## config.mk

```make
export PLATFORM = sky130hd
export DESIGN_NAME = at_recv_response_parser
export DESIGN_NICKNAME = d
export VERILOG_FILES = /design/src/sv/arp_pkg.sv /design/src/sv/arp_front.sv /design/src/sv/arp_queue.sv /design/src/sv/arp_back.sv /design/src/sv/at_recv_response_parser.sv
export SDC_FILE = /design/constraint.sdc
export NUM_CORES = 1
export LEC_CHECK = 0
export BUFFER_PORTS_ARGS = -buffer_cell sky130_fd_sc_hd__buf_2
export CORE_MARGIN = 3
export CORE_UTILIZATION = 60
export CTS_BUF_LIST = sky130_fd_sc_hd__clkbuf_2
export DETAILED_ROUTE_END_ITERATION = 8
export PLACE_DENSITY = 0.82
export RECOVER_POWER = 100
export SYNTH_ARGS = -nofsm -noshare
export SYNTH_HDL_FRONTEND = slang
export SYNTH_HIERARCHICAL = 1
export SYNTH_SLANG_ARGS = --single-unit
```

## constraint.sdc

```tcl
create_clock -name clk -period 7.3 [get_ports clk]
set_input_delay 0.365 -clock clk [delete_from_list [all_inputs] [get_ports clk]]
set_output_delay 0.365 -clock clk [all_outputs]
set_load 0.02 [all_outputs]
```

## src/sv/arp_pkg.sv

```systemverilog
// Package for the response line parser: character classes, queue item type, nibble table.
package arp_pkg;

    // Depth of the queue between the front and back parts.
    localparam int QUEUE_DEPTH = 2;
    localparam int QUEUE_PTR_W = (QUEUE_DEPTH > 1) ? $clog2(QUEUE_DEPTH) : 1;
    localparam int QUEUE_CNT_W = $clog2(QUEUE_DEPTH + 1);

    // ASCII codes that steer the port reader.
    localparam logic [7:0] CHAR_COLON = 8'h3A;
    localparam logic [7:0] CHAR_COMMA = 8'h2C;
    localparam logic [7:0] CHAR_SPACE = 8'h20;
    localparam logic [7:0] CHAR_ZERO  = 8'h30;
    localparam logic [7:0] CHAR_NINE  = 8'h39;
    localparam logic [7:0] CHAR_UP_A  = 8'h41;
    localparam logic [7:0] CHAR_UP_F  = 8'h46;
    localparam logic [7:0] CHAR_LO_A  = 8'h61;
    localparam logic [7:0] CHAR_LO_F  = 8'h66;

    // Index folding for the nibble table.
    localparam logic [4:0] NIB_INDEX_FLIP = 5'h10;

    // Largest port value; the decimal reader saturates here.
    localparam logic [11:0] PORT_MAX = 12'd255;
    localparam logic [11:0] DEC_BASE = 12'd10;

    // Case-insensitive hex nibble table, indexed by (ch & 0x1F) ^ 0x10.
    localparam logic [3:0] NIBBLE_TABLE [32] = '{
        4'h0, 4'h1, 4'h2, 4'h3, 4'h4, 4'h5, 4'h6, 4'h7,
        4'h8, 4'h9, 4'h0, 4'h0, 4'h0, 4'h0, 4'h0, 4'h0,
        4'h0, 4'ha, 4'hb, 4'hc, 4'hd, 4'he, 4'hf, 4'h0,
        4'h0, 4'h0, 4'h0, 4'h0, 4'h0, 4'h0, 4'h0, 4'h0
    };

    // Class of one received character.
    typedef enum logic [2:0] {
        CL_OTHER,
        CL_COLON,
        CL_COMMA,
        CL_SPACE,
        CL_DIGIT
    } ch_class_t;

    // Phase of the decimal port reader.
    typedef enum logic [1:0] {
        PH_SKIP,
        PH_DIGITS,
        PH_DONE
    } digit_phase_t;

    // Classified item as it travels through the queue.
    typedef struct packed {
        ch_class_t  cls;
        logic [3:0] nibble;
        logic       eom;
    } arp_item_t;

endpackage

```

## src/sv/arp_front.sv

```systemverilog
// Front part: classifies each received character and looks up its hex nibble.
module arp_front (
    input  logic              [7:0] ch,
    input  logic                    end_of_message,
    output arp_pkg::arp_item_t      item
);
    import arp_pkg::*;

    logic is_digit;
    logic is_hex;

    // Hex and digit detection.
    always_comb
    begin
        is_digit = (ch >= CHAR_ZERO) && (ch <= CHAR_NINE);
        is_hex   = is_digit || ((ch >= CHAR_UP_A) && (ch <= CHAR_UP_F)) ||
                   ((ch >= CHAR_LO_A) && (ch <= CHAR_LO_F));
    end

    // Character class, nibble value and end flag.
    always_comb
    begin
        if (ch == CHAR_COLON)
        begin
            item.cls = CL_COLON;
        end
        else if (ch == CHAR_COMMA)
        begin
            item.cls = CL_COMMA;
        end
        else if (ch == CHAR_SPACE)
        begin
            item.cls = CL_SPACE;
        end
        else if (is_digit)
        begin
            item.cls = CL_DIGIT;
        end
        else
        begin
            item.cls = CL_OTHER;
        end
        item.nibble = is_hex ? NIBBLE_TABLE[ch[4:0] ^ NIB_INDEX_FLIP] : 4'h0;
        item.eom    = end_of_message;
    end

endmodule

```

## src/sv/arp_queue.sv

```systemverilog
// Short register queue between the front and back parts.
module arp_queue (
    input  logic                    clk,
    input  logic                    rst_n,
    input  logic                    push,
    input  arp_pkg::arp_item_t      push_item,
    input  logic                    pop,
    output arp_pkg::arp_item_t      head_item,
    output logic                    not_empty,
    output logic                    full
);
    import arp_pkg::*;

    arp_item_t              slot_reg [QUEUE_DEPTH];
    logic [QUEUE_PTR_W-1:0] wr_ptr_reg;
    logic [QUEUE_PTR_W-1:0] wr_ptr_next;
    logic [QUEUE_PTR_W-1:0] rd_ptr_reg;
    logic [QUEUE_PTR_W-1:0] rd_ptr_next;
    logic [QUEUE_CNT_W-1:0] count_reg;
    logic [QUEUE_CNT_W-1:0] count_next;

    // Status toward both sides.
    assign not_empty = (count_reg != '0);
    assign full      = (count_reg == QUEUE_CNT_W'(QUEUE_DEPTH));
    assign head_item = slot_reg[rd_ptr_reg];

    // Pointer and fill count update.
    always_comb
    begin
        wr_ptr_next = wr_ptr_reg;
        rd_ptr_next = rd_ptr_reg;
        count_next  = count_reg;
        if (push)
        begin
            wr_ptr_next = (wr_ptr_reg == QUEUE_PTR_W'(QUEUE_DEPTH - 1)) ?
                          '0 : wr_ptr_reg + 1'b1;
        end
        if (pop)
        begin
            rd_ptr_next = (rd_ptr_reg == QUEUE_PTR_W'(QUEUE_DEPTH - 1)) ?
                          '0 : rd_ptr_reg + 1'b1;
        end
        if (push && !pop)
        begin
            count_next = count_reg + 1'b1;
        end
        else if (pop && !push)
        begin
            count_next = count_reg - 1'b1;
        end
    end

    // Control registers.
    always_ff @(posedge clk or negedge rst_n)
    begin
        if (!rst_n)
        begin
            wr_ptr_reg <= '0;
            rd_ptr_reg <= '0;
            count_reg  <= '0;
        end
        else
        begin
            wr_ptr_reg <= wr_ptr_next;
            rd_ptr_reg <= rd_ptr_next;
            count_reg  <= count_next;
        end
    end

    // Queue storage.
    always_ff @(posedge clk)
    begin
        if (push)
        begin
            slot_reg[wr_ptr_reg] <= push_item;
        end
    end

endmodule

```

## src/sv/arp_back.sv

```systemverilog
// Back part: port reader, hex byte assembly and the registered result stage.
module arp_back (
    input  logic                    clk,
    input  logic                    rst_n,
    input  arp_pkg::arp_item_t      item,
    input  logic                    item_valid,
    output logic                    item_pop,
    output logic                    out_valid,
    input  logic                    out_stall,
    output logic              [7:0] data_byte,
    output logic              [7:0] port_number,
    output logic                    has_data,
    output logic                    colon_found,
    output logic                    last
);
    import arp_pkg::*;

    logic         in_payload_reg;
    logic         in_payload_next;
    logic [7:0]   port_accum_reg;
    logic [7:0]   port_accum_next;
    digit_phase_t phase_reg;
    digit_phase_t phase_next;
    logic [7:0]   port_latched_reg;
    logic [7:0]   port_latched_next;
    logic [3:0]   high_nibble_reg;
    logic [3:0]   high_nibble_next;
    logic         pending_reg;
    logic         pending_next;

    logic         out_valid_reg;
    logic         out_valid_next;
    logic [7:0]   data_byte_reg;
    logic [7:0]   port_number_reg;
    logic         has_data_reg;
    logic         colon_found_reg;
    logic         last_reg;

    logic         have_byte;
    logic         make_result;
    logic [11:0]  port_sum;
    logic [7:0]   res_data;
    logic [7:0]   res_port;

    // The next item is taken whenever the result stage is free or draining.
    assign item_pop    = item_valid && (!out_valid_reg || !out_stall);
    assign make_result = item_pop && (have_byte || item.eom);

    // Saturating decimal accumulate.
    assign port_sum = ({4'b0, port_accum_reg} * DEC_BASE) + {8'b0, item.nibble};

    // Next state of the parser for the item at the queue head.
    always_comb
    begin
        in_payload_next   = in_payload_reg;
        port_accum_next   = port_accum_reg;
        phase_next        = phase_reg;
        port_latched_next = port_latched_reg;
        high_nibble_next  = high_nibble_reg;
        pending_next      = pending_reg;
        if (!in_payload_reg)
        begin
            unique case (item.cls)
                CL_COLON:
                begin
                    in_payload_next   = 1'b1;
                    port_latched_next = port_accum_reg;
                end
                CL_COMMA:
                begin
                    port_accum_next = '0;
                    phase_next      = PH_SKIP;
                end
                CL_SPACE:
                begin
                    if (phase_reg != PH_SKIP)
                    begin
                        phase_next = PH_DONE;
                    end
                end
                CL_DIGIT:
                begin
                    if (phase_reg != PH_DONE)
                    begin
                        port_accum_next = (port_sum > PORT_MAX) ?
                                          PORT_MAX[7:0] : port_sum[7:0];
                        phase_next      = PH_DIGITS;
                    end
                    else
                    begin
                        phase_next = PH_DONE;
                    end
                end
                default:
                begin
                    phase_next = PH_DONE;
                end
            endcase
        end
        else if (!pending_reg)
        begin
            high_nibble_next = item.nibble;
            pending_next     = 1'b1;
        end
        else
        begin
            pending_next = 1'b0;
        end

        // The end of a line returns everything to the reset values.
        if (item.eom)
        begin
            in_payload_next   = 1'b0;
            port_accum_next   = '0;
            phase_next        = PH_SKIP;
            port_latched_next = '0;
            high_nibble_next  = '0;
            pending_next      = 1'b0;
        end
    end

    // Result fields for the item at the queue head.
    always_comb
    begin
        have_byte = in_payload_reg && pending_reg;
        res_data  = have_byte ? {high_nibble_reg, item.nibble} : 8'h00;
        if (in_payload_reg)
        begin
            res_port = port_latched_reg;
        end
        else if (item.cls == CL_COLON)
        begin
            res_port = port_accum_reg;
        end
        else
        begin
            res_port = 8'h00;
        end
    end

    // Result stage valid flag.
    always_comb
    begin
        if (!out_valid_reg || !out_stall)
        begin
            out_valid_next = make_result;
        end
        else
        begin
            out_valid_next = out_valid_reg;
        end
    end

    // Parser and control registers.
    always_ff @(posedge clk or negedge rst_n)
    begin
        if (!rst_n)
        begin
            in_payload_reg   <= 1'b0;
            port_accum_reg   <= '0;
            phase_reg        <= PH_SKIP;
            port_latched_reg <= '0;
            high_nibble_reg  <= '0;
            pending_reg      <= 1'b0;
            out_valid_reg    <= 1'b0;
        end
        else
        begin
            if (item_pop)
            begin
                in_payload_reg   <= in_payload_next;
                port_accum_reg   <= port_accum_next;
                phase_reg        <= phase_next;
                port_latched_reg <= port_latched_next;
                high_nibble_reg  <= high_nibble_next;
                pending_reg      <= pending_next;
            end
            out_valid_reg <= out_valid_next;
        end
    end

    // Result payload registers.
    always_ff @(posedge clk)
    begin
        if (make_result)
        begin
            data_byte_reg   <= res_data;
            port_number_reg <= res_port;
            has_data_reg    <= have_byte;
            colon_found_reg <= in_payload_reg || (item.cls == CL_COLON);
            last_reg        <= item.eom;
        end
    end

    assign out_valid   = out_valid_reg;
    assign data_byte   = data_byte_reg;
    assign port_number = port_number_reg;
    assign has_data    = has_data_reg;
    assign colon_found = colon_found_reg;
    assign last        = last_reg;

endmodule

```

## src/sv/at_recv_response_parser.sv

```systemverilog
// Top level of the received response line parser: front, queue and back part.
//
//  channel  | handshake          | fields
//  ---------+--------------------+-----------------------------------------------------
//  input    | in_valid/in_stall  | ch, end_of_message
//  output   | out_valid/out_stall| data_byte, port_number, has_data, colon_found, last
//
// One character is accepted per cycle while in_stall is low. Its result, if any, is loaded
// into the output register at the edge where it leaves the two-entry queue, so a character
// is held first in a queue slot and its result then in the output register.
// Reset clears the parser state, the queue pointers and the result valid flag; no clearing pass.
// An output stall fills the queue; in_stall rises only when both queue slots hold items.
module at_recv_response_parser (
    input  logic       clk,
    input  logic       rst_n,
    input  logic       in_valid,
    output logic       in_stall,
    input  logic [7:0] ch,
    input  logic       end_of_message,
    output logic       out_valid,
    input  logic       out_stall,
    output logic [7:0] data_byte,
    output logic [7:0] port_number,
    output logic       has_data,
    output logic       colon_found,
    output logic       last
);
    import arp_pkg::*;

    arp_item_t front_item;
    arp_item_t head_item;
    logic      queue_full;
    logic      queue_not_empty;
    logic      queue_push;
    logic      queue_pop;

    // An item enters the queue whenever a slot is free.
    assign in_stall   = queue_full;
    assign queue_push = in_valid && !queue_full;

    arp_front u_front (
        .ch             (ch),
        .end_of_message (end_of_message),
        .item           (front_item)
    );

    arp_queue u_queue (
        .clk       (clk),
        .rst_n     (rst_n),
        .push      (queue_push),
        .push_item (front_item),
        .pop       (queue_pop),
        .head_item (head_item),
        .not_empty (queue_not_empty),
        .full      (queue_full)
    );

    arp_back u_back (
        .clk         (clk),
        .rst_n       (rst_n),
        .item        (head_item),
        .item_valid  (queue_not_empty),
        .item_pop    (queue_pop),
        .out_valid   (out_valid),
        .out_stall   (out_stall),
        .data_byte   (data_byte),
        .port_number (port_number),
        .has_data    (has_data),
        .colon_found (colon_found),
        .last        (last)
    );

endmodule
```

== Yosys cells after proc, flatten, opt, wreduce, memory -nomap -nowiden ==
Memory sizes are Yosys's and may differ from the RTL's.
Index checks and enable logic that the tools add are counted.
Storage, ports and cells
  memories kept: 2
  ROM bits: 128
  memory bits (writable): 16
  flip-flop bits (word level): 48
  word-level logic and storage cells: 114
Memories
  (no name shown): words 32, bits a word 4, rd ports 1, clocked after Yosys merged registers in 0, wr ports 0, line arp_front.sv:43  | item.nibble = is_hex ? NIBBLE_TABLE[ch[4:0] ^ NIB_INDEX_FLIP] : 4'h0;
  u_queue.slot_reg: words 2, bits a word 8, rd ports 1, clocked after Yosys merged registers in 0, wr ports 1, line arp_queue.sv:14  | arp_item_t slot_reg [QUEUE_DEPTH];
Cells by class
  add/sub/neg operators: 5
  multiply operators: 1
  eq/ne operators: 14
  $lt $le $gt $ge: 8
  bitwise operators: 2
  multiplexer cells: 37
  reductions and logical operators: 30
Operator list (count)
  8-bit two-way mux: 9
  8-bit by 6-bit == test with 1-bit output (second input constant): 3
  4-bit two-way mux: 6
  8-bit by 7-bit >= comparator with 1-bit output (second input constant): 2
  8-bit by 7-bit <= comparator with 1-bit output (second input constant): 2
  8-bit one-hot mux with 2 select lines: 1
  12-bit by 4-bit adder with 12-bit output: 1
  12-bit by 8-bit > comparator with 1-bit output (second input constant): 1
  2-bit two-way mux: 6
  3-bit two-way mux: 4
  8-bit by 3-bit multiplier with 11-bit output (second input constant): 1
  1-bit two-way mux: 10
  2-bit nonzero test: 5
  1-bit logical AND: 9
  8-bit by 6-bit >= comparator with 1-bit output (second input constant): 1
  8-bit by 6-bit <= comparator with 1-bit output (second input constant): 1
  2-bit one-hot mux with 4 select lines: 1
  4-bit AND reduction: 2
  3-bit by 2-bit == test with 1-bit output (second input constant): 2
  6-bit >= comparator (second input constant): 1
  2-bit by 1-bit != test with 1-bit output (second input constant): 3
  3-bit by 1-bit != test with 1-bit output (second input constant): 2
  5-bit NOT with 6-bit output: 1
  3-bit AND reduction: 2
  12 further kinds: 21

== Longest topological paths before layout ==
  depth in word-level cells: 8
  mapped depth: 9

== Cells and area by module ==
Netlist, hierarchy kept.
By module, submodules not included
  arp_back: area an instance 2409.8 sq um, seq. area each 1196.1 sq um, times used 1, cells each 232
  arp_queue: area an instance 773.2 sq um, seq. area each 580.6 sq um, times used 1, cells each 41
  arp_front: area an instance 366.6 sq um, seq. area each 0.0 sq um, times used 1, cells each 43
  at_recv_response_parser: area an instance 13.8 sq um, seq. area each 0.0 sq um, times used 1, cells each 1

== Worst setup path after synthesis ==
OpenSTA, ideal clock, no wires.
  path type: register to register
  from: register u_queue.rd_ptr_reg
  to: register u_back.colon_found_reg, in the netlist u_back/colon_found, enable pin
  stages on the path, launching flop included: 6
  data required time: 6.904 ns
  data arrival time: 2.113 ns
  period minus slack after synthesis: 2.509 ns
  setup slack: 4.791 ns
  cells stage by stage: dfrtp_1 -> buf_6 -> mux2_2 -> clkbuf_1 -> o21ai_1 -> nor2_1
RTL lines
  start, declared: line arp_queue.sv:17  | logic [QUEUE_PTR_W-1:0] rd_ptr_reg;
  start signal, assigned: line arp_queue.sv:65  | rd_ptr_reg <= rd_ptr_next;
  end signal, assigned: line arp_back.sv:190  | colon_found_reg <= in_payload_reg || (item.cls == CL_COLON);
  end, declared: line arp_back.sv:36  | logic colon_found_reg;

== Worst setup path in the final report ==
  from: register u_queue.count_reg[0]
  to: register u_back.port_number_reg[0], in the netlist u_back/port_number[0], enable pin
Between the ends
  longest elaborated chain between the ends: 3
RTL lines
  start, declared: line arp_queue.sv:19  | logic [QUEUE_CNT_W-1:0] count_reg;
  start signal, assigned: line arp_queue.sv:66  | count_reg <= count_next;
  2-bit nonzero test: line arp_queue.sv:23  | assign not_empty = (count_reg != '0);
  via queue_not_empty: line at_recv_response_parser.sv:33  | logic queue_not_empty;
  1-bit logical AND: line arp_back.sv:46  | assign item_pop = item_valid && (!out_valid_reg || !out_stall);
  via queue_pop: line at_recv_response_parser.sv:35  | logic queue_pop;
  1-bit logical AND: line arp_back.sv:47  | assign make_result = item_pop && (have_byte || item.eom);
  via u_back.make_result: line arp_back.sv:40  | logic make_result;
  end signal, assigned: line arp_back.sv:188  | port_number_reg <= res_port;
  end, declared: line arp_back.sv:34  | logic [7:0] port_number_reg;
The timed path passes the listed nets, and every way through them passes these cells.
A chain may end at the register's enable or synchronous reset.

==> qor.yml <==
cts-root-buf: "clkbuf_2"
p_leak_nw: 1.64
drv_cap: 2
synth_cell_types: 59
critPathTopFamily: "compound AO/OA/AOI/OAI gates"
start_util: 0.632
crit_slowest_cell: "a21boi_0"
gr-usage-met3: 0.0456
core_area_um2: 5640
clkPwrFrac: 0.186
p_switching_w: 0.000495
peakVddDrop_uv: 228
endpoint_kind: "flop"
arrival_ps: 3560
sw_frac_of_total: 0.397
fp.dieArea_um2: 6900
critPathMaxFanout: 16
ant_nets: 0
finClkSkew_ps: 29.9
synth.top_cell.area_share: 0.295
grt_max_degree: 30
syn-num-nets: 354
htree_levels: 3
port_buffers: 33
wl_per_cell_um: 15.6
dieWidth_um: 83.1
finalHoldViolations: 0
n_antenna_cell: 0
wl_um: 6640
grt_pass1_vias: 2425
reg2reg_slack_ps: 3840
cts_tree: "yes"
fmax_mhz: 289
worstPathRequired_ps: 7400
yosysTopAreaCell: "edfxtp_1"
mappedNetlistArea_um2: 3560
crit_chain: "or2_2 -> a21boi_0 -> o21ai_0 -> nor2_1 -> clkbuf_1"
seq_area_frac_synth: 0.499
place_congestion: 0.913
ys.flop_type: "edfxtp_1"
comb_power_share: 0.355
io_pins: 34
finalPower_w: 0.00125
ctsLongestPathBuffers: 2
synth_edf_count: 35
drtPass1Iterations: 4
synthToLayoutAreaGrowth_pct: 6.60
slowest_delay_ps: 730
die_h_um: 83.1
async_flop_share: 0.453
dp.cells: 408
met2_usage: 0.327
seqPwrFrac: 0.459
num_rows: 27
synthTopCellsByArea: "edfxtp_1 29%, dfrtp_1 20%, ha_1 7.7%, nand2_1 5.2%, mux2_2 2.5%"
ys_ff_latch: 64
route.detailed.drc: 0
synth_commonest_cells: "49 x nand2_1, 35 x edfxtp_1, 29 x dfrtp_1"
cp-start-kind: "flop"
num_vias: 2518
largest_register_ffs: 16
grt_usage: 0.204
syn_avg_cell_area_um2: 11.2
critPathCapture: "u_back/port_number[0]"
startpoint: "u_queue/count_reg[0]"
slew_viol_final: 47
hp-class: "input pin to flop"
cp.buffers_inverters: 1
p_int_w: 0.000753
final-instance-count-excl-fill: 425
avgViaCountPerCell: 5.92
synthMostInstantiatedCell: "nand2_1"
path_clk_slew_ps: 160
hpwl_um: 4760
yosysWarnings: 6
r2r_end: "u_back/port_number[0]"
grt-ovfl-total: 0
p_per_area_nw_per_um2: 329
worstSkewPairLatency_ps: 480
period_needed_ps: 3460
grt.met1_usage: 0.269
finalSetupViolations: 0
rsz0062_at_grt: "false"
drt_iter0_drc: 130
period_share: 0.474
worst-path-stages: 5
r2r_cells: 5
cts.repair.resized: 0
violations: "max-capacitance violations, max-slew violations"
rr_startpoint: "u_queue/count_reg[0]"
nets: 385
tightest_slew_ps: 1620
max_slew_margin: -0.0808
drive_gt1_frac: 0.102
crit_type: "flop to flop"
cts_made_buffers: 9
antenna_found_initial: 0
clock-sinks: 64
timing.hold.ws_ps: 84.0
top_usage_layer: "met2"
syn_inst: 317
grt_pass1_wl_um: 11400
fin_tns_setup_ps: 0
status: "finished with violations"
## cells in the final DEF (no fill, tap or decap), types with 3 or more instances in the layout
cell type	netlist	routed
nand2_1	49	49
edfxtp_1	35	35
dfrtp_1	29	29
clkbuf_1	8	24
ha_1	22	22
a21oi_1	17	17
o21ai_0	13	15
nor2_1	13	13
clkbuf_2	0	11
buf_2	3	10
inv_1	8	8
xor2_1	8	8
nand4_1	8	8
and3_1	8	8
a21o_1	6	6
mux2_1	0	6
nor3_1	5	5
a22oi_1	5	5
nor2b_1	3	4
nand2b_1	4	4
nor3b_1	4	4
a41oi_1	3	4
a21boi_0	1	3
or2_2	3	3
xnor2_1	3	3
a41oi_2	4	3
## per-layer routing
metal,vias up,part of all wire
li1,1232,-
met1,1193,0.45
met2,82,0.48
met3,11,0.048
met4,0,0.013
met5,-,0
## repair_timing
action | CTS | global route
buffers inserted | 0 | 0
hold buffers | 1 | 0
hold endpoints to repair | 29 | 0
## metrics by stage
step | setup WS, ps | util | area [µm²]
6_report | 3840 | 0.673 | 3800
5_1_grt | 3450 | 0.673 | 3800
4_1_cts | 4570 | 0.687 | 3880
3_5_place_dp | 4620 | 0.663 | 3740
3_3_place_gp | 4670 | 0.663 | 3740
2_1_floorplan | 4790 | - | 3560
## worst register-to-register path, cell delays in order, from the launching register on
cell and delay (ps):
dfrtp_1 430, or2_2 130, a21boi_0 730, o21ai_0 570, nor2_1 570, clkbuf_1 670
## area by class of cell
| type | count | area [µm²] |
|---|---|---|
| Timing Repair Buffer | 35 | 150 |
| Multi-Input combinational cell | 230 | 1620 |
| Inverter | 8 | 30.0 |
| Tap cell | 72 | 90.1 |
| Fill cell | 435 | 1840 |
| Clock inverter | 5 | 72.6 |
| Clock buffer | 11 | 55.1 |
| Sequential cell | 64 | 1780 |
## how the worst min path moves through the flow
| stage | from | endpoint | slack, ps | cells past startpoint |
|---|---|---|---|---|
| finish | end_of_message | u_queue/slot_reg[1][0] | 80 | 1 |
| global route | end_of_message | u_queue/slot_reg[1][0] | 40 | 1 |
| CTS | end_of_message | u_queue/slot_reg[1][0] | 60 | 1 |
| detailed placement | rst_n | u_back/port_latched_reg[6] | 430 | 1 |
| global placement | rst_n | u_back/port_latched_reg[6] | 430 | 1 |
| floorplan | rst_n | u_back/high_nibble_reg[0] | 70 | 0 |
## power groups by stage
stage / logic (W) / registers, W / clock network (W)
6_report: 0.000444 / 0.000573 / 0.000233
5_1_grt: 0.000492 / 0.000586 / 0.000253
3_5_place_dp: 0.000473 / 0.000578 / 0
3_3_place_gp: 0.000459 / 0.000571 / 0
2_1_floorplan: 0.000327 / 0.000606 / 0
4_1_cts: 0.000475 / 0.000570 / 0.000237
## cell families (layout without fill, tap and decap cells)
kind of cell    after synthesis  in the layout  share of synthesized area
buf+inv                      23             59                     0.0327
mux                          11             11                     0.0351
flops                        64             64                      0.499
simple gates                119            119                      0.189
fa+ha+maj                    24             24                     0.0885
compound gates               65             65                      0.130
xor+xnor                     11             11                     0.0270
No activity file was read; power rests on OpenSTA's default activity.
